==> src/hw/rtl/hrsl_pkg.sv <==
// Shared types and constants of the hash ring shard lookup block.
package hrsl_pkg;

  localparam int TABLE_DEPTH = 1024;
  localparam int SHARD_COUNT = 128;
  localparam int HASH_W      = 32;
  localparam int SHARD_W     = 7;
  localparam int IDX_W       = $clog2(TABLE_DEPTH);
  localparam int CNT_W       = $clog2(TABLE_DEPTH + 1);

  typedef enum logic [1:0] {
    ACT_CLEAR  = 2'd0,
    ACT_INSERT = 2'd1,
    ACT_LOOKUP = 2'd2
  } act_e;

  typedef enum logic [1:0] {
    ST_OK    = 2'd0,
    ST_EMPTY = 2'd1,
    ST_FULL  = 2'd2
  } status_e;

  typedef enum logic [2:0] {
    S_IDLE,
    S_DISPATCH,
    S_SEARCH,
    S_COMPARE,
    S_LOOK_RD,
    S_SHIFT_RD,
    S_SHIFT_WR
  } state_e;

  typedef struct packed {
    logic [HASH_W-1:0]  hash;
    logic [SHARD_W-1:0] shard;
  } entry_t;

  // Controller to datapath commands
  typedef struct packed {
    logic    load;         // capture the input transfer
    logic    clr_count;    // empty the table
    logic    srch_init;    // lo = 0, hi = count
    logic    rd_mid;       // read entry at search midpoint
    logic    srch_step;    // narrow the search window
    logic    rd_lo;        // read the lookup hit (or entry 0 on wrap)
    logic    ptr_init;     // shift pointer = count
    logic    shift_rd;     // read entry ptr-1
    logic    shift_wr;     // write that entry to ptr, ptr--
    logic    ins_write;    // write new entry at lo, count++
    logic    emit;         // load the result register
    logic    emit_lookup;  // result carries the read shard and wrap flag
    status_e emit_st;
  } hrsl_cmd_t;

  // Datapath to controller status
  typedef struct packed {
    act_e action;
    logic empty;
    logic full;
    logic srch_done;   // lo == hi
    logic shift_done;  // ptr == lo
  } hrsl_sts_t;

endpackage

==> src/hw/rtl/hrsl_ctrl.sv <==
// Sequencing state machine of the hash ring shard lookup block.
module hrsl_ctrl
  import hrsl_pkg::*;
(
  input  logic      clk_i,
  input  logic      rst_ni,
  input  logic      start_i,
  input  hrsl_sts_t sts_i,
  output hrsl_cmd_t cmd_o,
  output logic      busy_o
);

  state_e state_q, state_d;

  // State register
  always_ff @(posedge clk_i or negedge rst_ni) begin
    if (!rst_ni) begin
      state_q <= S_IDLE;
    end else begin
      state_q <= state_d;
    end
  end

  // Next state
  always_comb begin
    state_d = state_q;
    case (state_q)
      S_IDLE: begin
        if (start_i) state_d = S_DISPATCH;
      end
      S_DISPATCH: begin
        case (sts_i.action)
          ACT_INSERT: state_d = sts_i.full  ? S_IDLE : S_SEARCH;
          ACT_LOOKUP: state_d = sts_i.empty ? S_IDLE : S_SEARCH;
          default:    state_d = S_IDLE;
        endcase
      end
      S_SEARCH: begin
        if (!sts_i.srch_done) begin
          state_d = S_COMPARE;
        end else if (sts_i.action == ACT_LOOKUP) begin
          state_d = S_LOOK_RD;
        end else begin
          state_d = S_SHIFT_RD;
        end
      end
      S_COMPARE:  state_d = S_SEARCH;
      S_LOOK_RD:  state_d = S_IDLE;
      S_SHIFT_RD: state_d = sts_i.shift_done ? S_IDLE : S_SHIFT_WR;
      S_SHIFT_WR: state_d = S_SHIFT_RD;
      default:    state_d = S_IDLE;
    endcase
  end

  // Commands
  always_comb begin
    cmd_o         = '0;
    cmd_o.emit_st = ST_OK;
    case (state_q)
      S_IDLE: begin
        cmd_o.load = start_i;
      end
      S_DISPATCH: begin
        case (sts_i.action)
          ACT_CLEAR: begin
            cmd_o.clr_count = 1'b1;
            cmd_o.emit      = 1'b1;
          end
          ACT_INSERT: begin
            if (sts_i.full) begin
              cmd_o.emit    = 1'b1;
              cmd_o.emit_st = ST_FULL;
            end else begin
              cmd_o.srch_init = 1'b1;
            end
          end
          ACT_LOOKUP: begin
            if (sts_i.empty) begin
              cmd_o.emit    = 1'b1;
              cmd_o.emit_st = ST_EMPTY;
            end else begin
              cmd_o.srch_init = 1'b1;
            end
          end
          default: begin
            cmd_o.emit = 1'b1;
          end
        endcase
      end
      S_SEARCH: begin
        if (!sts_i.srch_done) begin
          cmd_o.rd_mid = 1'b1;
        end else if (sts_i.action == ACT_LOOKUP) begin
          cmd_o.rd_lo = 1'b1;
        end else begin
          cmd_o.ptr_init = 1'b1;
        end
      end
      S_COMPARE: begin
        cmd_o.srch_step = 1'b1;
      end
      S_LOOK_RD: begin
        cmd_o.emit        = 1'b1;
        cmd_o.emit_lookup = 1'b1;
      end
      S_SHIFT_RD: begin
        if (sts_i.shift_done) begin
          cmd_o.ins_write = 1'b1;
          cmd_o.emit      = 1'b1;
        end else begin
          cmd_o.shift_rd = 1'b1;
        end
      end
      S_SHIFT_WR: begin
        cmd_o.shift_wr = 1'b1;
      end
      default: begin
        cmd_o.emit_st = ST_OK;
      end
    endcase
  end

  assign busy_o = (state_q != S_IDLE);

endmodule

==> config.mk <==
export PLATFORM = sky130hd
export DESIGN_NAME = hrsl_ctrl
export DESIGN_NICKNAME = d
export VERILOG_FILES = /design/src/hw/rtl/hrsl_pkg.sv /design/src/hw/rtl/hrsl_ctrl.sv
export SDC_FILE = /design/constraint.sdc
export NUM_CORES = 1
export LEC_CHECK = 0
export ABC_AREA = 0
export BUFFER_PORTS_ARGS = -buffer_cell sky130_fd_sc_hd__buf_2
export CAP_MARGIN = 30
export CORE_AREA = 2 2 39 41
export CTS_BUF_LIST = sky130_fd_sc_hd__clkbuf_4 sky130_fd_sc_hd__clkbuf_8 sky130_fd_sc_hd__clkbuf_16
export CTS_CLUSTER_DIAMETER = 50
export DETAILED_ROUTE_END_ITERATION = 6
export DIE_AREA = 0 0 41 43
export MAX_ROUTING_LAYER = met4
export SYNTH_ARGS = -nofsm -noshare
export SYNTH_HDL_FRONTEND = slang
export SYNTH_SLANG_ARGS = --single-unit
==> constraint.sdc <==
create_clock -name clk_i -period 4.3 [get_ports clk_i]
set_input_delay 1.075 -clock clk_i [delete_from_list [all_inputs] [get_ports clk_i]]
set_output_delay 1.075 -clock clk_i [all_outputs]
set_load 0.02 [all_outputs]
==> metrics.txt, run 1 <==
outcome=finished clean; TritonCTS clock tree=done; setup TNS=0 ns; Avg Inst Size Synth=7.68 um^2; Worst setup SP type=input pin; syn nets=62; Logic pwr share=54.5%; Placer Congestion=0.664; Cell Pwr Density=530 nW/um^2; core area=1380 um^2; crit share post-route=75.0%; DP HPWL=713 um; WL per Instance=10.3 um; routed vias=401; # IOs=24; cell at the slowest stage of the critical path=ha_1; root buf cell=clkbuf_4; Die Area=1760 um^2; Via density=4.46; Post-CTS Setup Bufs=0; Reg2Reg Depth=3; cts repair resizes=0; sequential area share after synthesis=19.5%; post-route insts no fill=90; post-synthesis register bit count=3; overall global routing resource usage=12.7%; initial core utilization=27.8%; PortBufs=23; Top Registers=state_q (3); Clock H-tree levels=1; setup violators final=0; largest net degree at the start of global routing=13; first-pass detailed-route iteration total=2; Most flops, register=state_q; # clock sinks=3; Pint=0.000144 W; synth-to-layout area growth=37.1%; Clk pwr share=20.7%; CP Data Arrival Time=2.15 ns; WL final=926 um; final hold vios=0; diode count=0; Crit Path Max Fanout=2; Post-synth EDFFs=0; worst-case clock buffer depth=2; worst slew margin relative to its limit=78.2%; maximum clock frequency=0.310 GHz; CP Data Required Time=3.22 ns; clk_lat worst skew=0.24 ns; P_leak=0.323 nW; CTS buffer count=3; drt drc=0; Synth Flop Type=dfrtp_1; Post-synth ARST share=100%; max-cap violation count=0; hold buffers post-CTS=0; most frequent cell on the critical path=buf_2; NetSw=0.000135 W; r2r setup slk=3.18 ns; ANT nets after route=0; pin slew with the least headroom to its limit=0.326 ns; Seq pwr share=24.8%; Sw Ratio=48.4%; warning count from the yosys run=0; path type of the worst min-delay path=input pin to asynchronous set/reset pin; ratio of cells with drive above 1 in the final layout=45.9%; Netlist cell types=25; Die W=41 um; CP startpoint=sts_i[4]; crit path capture=cmd_o[3]; Worst Setup End Kind=output pin; reg-to-reg endpoint=state_q[1]; CP peak stage delay=0.28 ns; vias in the first global route=366; Slew Viols, Final=0; Tmin final=3.23 ns; die height=43 um; Post-Synthesis Cells=50; total power=0.000279 W; # nets final=87; initial antenna violation count=0; Mapped Area=384 um^2; maximum vdd drop=146 uV; GR Overflow Total=0; RSZ-0062 raised after global routing=no; first-pass GRT wire length=1490 um; DRT iter0 DRCs=3; Worst-path clk slew=0.04 ns; RR Startpoint=state_q[1]; Setup Skew=0.00582 ns; crit path kind=input pin to output pin; Largest register FFs=3; FP Rows=14; worst-path cell chain=buf_2 > inv_1 > ha_1 > nor2b_1 > and3_1 > nor3_1 > buf_2; DP Cell Count=86
==> Yosys cell counts, types with 2 or more instances <==
library cell  instances  area (um^2)
nor2_1                6         22.5
nand2_1               5         18.8
and3_1                3         18.8
nor3_1                2         10.0
inv_1                 6         22.5
buf_4                 3         22.5
o21ai_0               2         10.0
ha_1                  3         37.5
nor2b_1               2         12.5
dfrtp_1               3         75.1
==> placed cells by master, fill, tap and decap left out, types with 2 or more instances in the layout <==
| cell | n |
|---|---|
| and3_1 | 3 |
| buf_2 | 23 |
| clkbuf_4 | 4 |
| dfrtp_1 | 3 |
| ha_1 | 3 |
| inv_1 | 6 |
| nand2_1 | 5 |
| nor2_1 | 6 |
| nor2b_1 | 2 |
| nor3_1 | 2 |
| o21ai_0 | 2 |
==> worst min-delay path by stage <==
| stage | from | endpoint | slack, ns | cells past startpoint |
|---|---|---|---|---|
| 2_1_floorplan | state_q[0] | state_q[0] | 0.54 | 2 |
| 3_3_place_gp | state_q[0] | state_q[0] | 0.64 | 1 |
| 3_5_place_dp | state_q[0] | state_q[0] | 0.65 | 1 |
| 4_1_cts | rst_ni | state_q[0] | 0.62 | 1 |
| 5_1_grt | rst_ni | state_q[0] | 0.61 | 1 |
| 6_report | rst_ni | state_q[0] | 0.62 | 1 |
==> worst max-delay path, delay by kind of cell <==
| family | cells | cell delay (ns) |
|---|---|---|
| fa+ha+maj | 1 | 0.28 |
| simple gates | 3 | 0.47 |
| buf+inv | 3 | 0.33 |
==> layer usage <==
metal | track usage, % | vias to the layer above | part of all wire [%]
met5 | - | - | 0
met4 | 6.00 | 0 | 1.1
met3 | 1.57 | 2 | 6.5
met2 | 21.6 | 16 | 48
met1 | 13.5 | 167 | 44
li1 | - | 216 | -
==> through the flow <==
step	utilization, %	setup slack, ns	instance area, um^2	hold WS (ns)
final	38.1	1.07	527	0.622
after global routing	38.1	0.978	527	0.614
after CTS	38.1	1.07	527	0.621
after detailed placement	35.9	1.07	497	0.646
after global placement	35.9	1.11	497	0.637
after floorplan	-	1.09	384	0.539
==> cell families (layout without fill, tap and decap cells) <==
logic type               count (synthesis)  in the layout  share of synthesized area [%]
adder cells (fa/ha/maj)                  3              3                           9.77
buffers and inverters                    9             33                           11.7
flip-flops                               3              3                           19.5
AND/OR/NAND/NOR                         29             29                           47.2
AO/OA/AOI/OAI                            6              6                           11.7
==> power by group through the flow <==
stage	clock [W]	combinational, W	sequential, W
floorplan	0	0.000147	0.0000436
global placement	0	0.000151	0.0000694
detailed placement	0	0.000153	0.0000697
CTS	0.0000584	0.000153	0.0000696
global route	0.0000630	0.000169	0.0000722
finish	0.0000577	0.000152	0.0000693
==> final cells by class <==
type	count	area (um^2)
tap	16	20.0
timing repair buffer	23	115
sequential	3	75.1
inverter	6	22.5
fill	150	857
clock buffer	4	30.0
multi-input combinational	38	264
No activity file was read; power rests on OpenSTA's default activity.
==> run 2, diff against run 1 <==
clock period = 2.75 ns   (was 4.3 ns; I/O delays follow)
==> run 2 against run 1 <==
  * Power rose by 55%
  * Critical path depth did not move
  * Final area did not move
  * Hold slack got worse by 0.38 ns
==> metrics.txt, run 2 (synthesis results as in run 1) <==
commonest non-fill, non-tap cell in the layout=buf_2; pin slew with the least headroom to its limit=0.337 ns; Largest register FFs=3; most frequent cells in the layout=buf_2, inv_1, nor2_1; Worst setup SP type=input pin; CP Data Required Time=2.06 ns; Die Area=1760 um^2; first-pass GRT wire length=1410 um; core area=1380 um^2; maximum clock frequency=0.408 GHz; Via density=4.56; worst slew margin relative to its limit=77.5%; WL final=889 um; Post-CTS Setup Bufs=0; # nets final=87; final hold vios=0; initial antenna violation count=0; vias in the first global route=359; DP HPWL=719 um; synth-to-layout area growth=37.1%; Top Registers=state_q (3); initial core utilization=27.8%; RSZ-0062 raised after global routing=no; # IOs=24; setup violators final=0; FP Rows=14; crit share post-route=89.1%; drt drc=0; Cell Pwr Density=823 nW/um^2; diode count=0; final instance area=527 um^2; max-cap violation count=0; Setup Skew=0.00252 ns; largest net degree at the start of global routing=13; P_leak=0.323 nW; outcome=finished clean; ratio of cells with drive above 1 in the final layout=45.9%; GR Overflow Total=0; WL per Instance=9.88 um; clk_lat worst skew=0.23 ns; Slew Viols, Final=0; path type of the worst min-delay path=input pin to asynchronous set/reset pin; worst-case clock buffer depth=2; die height=43 um; PortBufs=23; Die W=41 um; root buf cell=clkbuf_4; Finished Core Util=38.1%; crit path kind=input pin to output pin; setup TNS=0 ns; first-pass detailed-route iteration total=3; maximum vdd drop=220 uV; Crit Path Max Fanout=2; total power=0.000433 W; Most flops, register=state_q; routed vias=410; CTS buffer count=3; Placer Congestion=0.664; ANT nets after route=0; CP Data Arrival Time=1.76 ns; cts repair resizes=0; final hold slack=0.240 ns; Worst-path clk slew=0.04 ns; DRT iter0 DRCs=3; Clock H-tree levels=1; hold buffers post-CTS=0; TritonCTS clock tree=done; overall global routing resource usage=11.8%; # clock sinks=3; Tmin final=2.45 ns; Worst Setup End Kind=output pin; placed cell areas=497 um^2
[run 2: cell counts in the layout (fill, tap and decap cells not counted)]
Identical to the previous run, type by type.
[run 2: path summary, 6_finish.rpt]
check	endpoint	cells past startpoint	startpoint	slack (ns)
max	cmd_o[3]	7	sts_i[4]	0.30
min	state_q[0]	1	rst_ni	0.24
max reg2reg	state_q[1]	3	state_q[2]	1.61
min reg2reg	state_q[0]	1	state_q[0]	0.65
max in group asynchronous	state_q[2]	1	rst_ni	2.40
min in group clk_i	state_q[0]	1	state_q[0]	0.65
[run 2: final cells by class]
| type | instances | area (um^2) |
|---|---|---|
| fill | 156 | 857 |
| multi-input combinational | 38 | 264 |
| timing repair buffer | 23 | 115 |
| sequential | 3 | 75.1 |
| clock buffer | 4 | 30.0 |
| inverter | 6 | 22.5 |
| tap | 16 | 20.0 |
[run 2: routing by layer]
metal  up-vias  global-route usage (%)  part of all wire [%]
met5         -                       -                     0
met1       174                    12.9                    44
met4         0                    6.00                   1.7
met3         3                    1.57                   6.3
li1        214                       -                     -
met2        19                    19.7                    48
[run 2: report_power, final]
part / leakage, nW / switching (W) / internal, W / total, W
sequential: 0.0398 / 0.0000480 / 0.0000609 / 0.000109
clock: 0.0184 / 0.0000239 / 0.0000643 / 0.0000882
combinational: 0.265 / 0.000136 / 0.0000997 / 0.000236
total: 0.323 / 0.000208 / 0.000225 / 0.000433
[run 2: worst max-delay path: stages]
cell and delay (ns):
buf_2 0.09, inv_1 0.05, ha_1 0.26, nor2b_1 0.26, and3_1 0.21, nor3_1 0.04
buf_2 0.17
[run 2: stage by stage]
stage / setup slack (ns) / cells
after floorplan: 0.318 / 50
after global placement: 0.335 / 86
after detailed placement: 0.295 / 86
after CTS: 0.295 / 90
after global routing: 0.227 / 90
final: 0.301 / 90
==> run 3, diff against run 2 <==
CTS_BUF_LIST = unset   (was sky130_fd_sc_hd__clkbuf_4 sky130_fd_sc_hd__clkbuf_8 sky130_fd_sc_hd__clkbuf_16)
clock period = 2.6 ns   (was 2.75 ns; I/O delays follow)
==> run 3 against run 2 <==
  * Power grew 3.2%
  * Clock power shrank 7.4%
  * Utilization shrank 0.27 points
  * Final area shrank 0.71%
  * Largest power group unchanged
  * Final cell count is the same
  * Highest routed layer unchanged
  * Sequential share of layout area grew 0.10 points
  * Clock skew shrank 0.0019 ns
  * First-iteration DRC count grew 67%
==> metrics.txt, run 3 (synthesis results as in run 1) <==
outcome=finished clean; WL per Instance=9.83 um; maximum vdd drop=237 uV; Worst Path Buf+Inv=3; RR Startpoint=state_q[2]; Worst-path clk slew=0.04 ns; Cell Pwr Density=855 nW/um^2; CP delay by family, top=simple AND/OR/NAND/NOR gates; setup TNS=0 ns; first-pass detailed-route iteration total=3; WL final=885 um; # clock sinks=3; path type of the worst min-delay path=input pin to asynchronous set/reset pin; CP peak stage delay=0.26 ns; commonest non-fill, non-tap cell in the layout=buf_2; die height=43 um; pre-CTS setup slack=0.220 ns; first-pass GRT wire length=1410 um; vias in the first global route=361; drt drc=0; CP startpoint=sts_i[4]; CP Data Required Time=1.95 ns; # IOs=24; worst-path cell chain=buf_2 > inv_1 > ha_1 > nor2b_1 > and3_1 > nor3_1 > buf_2; # nets final=87; DRT iter0 DRCs=5; clk_lat worst skew=0.23 ns; final instance area=523 um^2; Slew Viols, Final=0; Most flops, register=state_q; Clock H-tree levels=1; max-cap violation count=0; RSZ-0062 raised after global routing=no; DP Cell Count=86; Worst setup SP type=input pin; initial core utilization=27.8%; FP Rows=14; Die Area=1760 um^2; PortBufs=23; cts repair resizes=0; Post-CTS Setup Bufs=0; ANT nets after route=0; Crit Path Max Fanout=2; placed cell areas=497 um^2; Tmin final=2.37 ns; initial antenna violation count=0; Sw Ratio=49.2%; overall global routing resource usage=11.8%; post-route insts no fill=90; Top Registers=state_q (3); core area=1380 um^2; diode count=0; final hold vios=0; Finished Core Util=37.8%; maximum clock frequency=0.421 GHz; DP HPWL=719 um; Via density=4.53; crit share post-route=91.3%; ratio of cells with drive above 1 in the final layout=44.6%; Logic pwr share=55.9%; routed vias=408; NetSw=0.000220 W; Die W=41 um; Placer Congestion=0.664; CP Data Arrival Time=1.72 ns; Seq pwr share=25.9%; CTS buffer count=3; root buf cell=clkbuf_4; worst-case clock buffer depth=2; setup violators final=0; Pint=0.000227 W; synth-to-layout area growth=36.2%; GR Overflow Total=0; TritonCTS clock tree=done; most frequent cell on the critical path=buf_2; worst slew margin relative to its limit=77.5%; Worst Setup End Kind=output pin; Clk pwr share=18.3%; hold buffers post-CTS=0; largest net degree at the start of global routing=13; P_leak=0.320 nW; cell at the slowest stage of the critical path=ha_1; Largest register FFs=3; Setup Skew=0.000605 ns; Setup WS post-layout=0.226 ns; pin slew with the least headroom to its limit=0.337 ns; crit path kind=input pin to output pin; most frequent cells in the layout=buf_2, inv_1, nor2_1
run 3: cell counts in the layout (fill, tap and decap cells not counted):
No cell type changed its count.
run 3: metrics by stage:
stage,total power (W),hold WS (ns)
after floorplan,0.000315,0.354
after global placement,0.000365,0.445
after detailed placement,0.000368,0.447
after CTS,0.000451,0.202
after global routing,0.000487,0.195
final,0.000447,0.205
run 3: final cells by class:
cell class | instances | area (um^2)
Fill cell | 155 | 861
Multi-Input combinational cell | 38 | 264
Timing Repair Buffer | 23 | 115
Sequential cell | 3 | 75.1
Clock buffer | 4 | 26.3
Inverter | 6 | 22.5
Tap cell | 16 | 20.0
run 3: power by group through the flow:
stage	Combinational, W	Clock [W]	Sequential, W
2_1_floorplan	0.000243	0	0.0000721
3_3_place_gp	0.000250	0	0.000115
3_5_place_dp	0.000252	0	0.000116
4_1_cts	0.000253	0.0000831	0.000115
5_1_grt	0.000276	0.0000914	0.000120
6_report	0.000250	0.0000817	0.000116
run 3: per-layer routing:
metal | track usage (%) | vias to the layer above | wire (um)
met4 | 6.00 | 0 | 15
met5 | - | - | 0
met1 | 12.9 | 174 | 397
li1 | - | 214 | -
met2 | 19.7 | 17 | 417
met3 | 1.57 | 3 | 54
run 3: worst paths after layout:
check                           slack, ns         end  cells after the start
worst max-delay path                 0.23    cmd_o[3]                      7
min in group clk_i                   0.65  state_q[0]                      1
worst max register to register       1.46  state_q[1]                      3
worst min register to register       0.65  state_q[0]                      1
max in group asynchronous            2.29  state_q[2]                      1
worst min-delay path                 0.21  state_q[0]                      1
run 3: worst register-to-register path, cell delays in order, from the launching register on:
cell	delay, ns
dfrtp_1	0.49
nor2b_1	0.30
nand2_4	0.09
o221ai_2	0.18
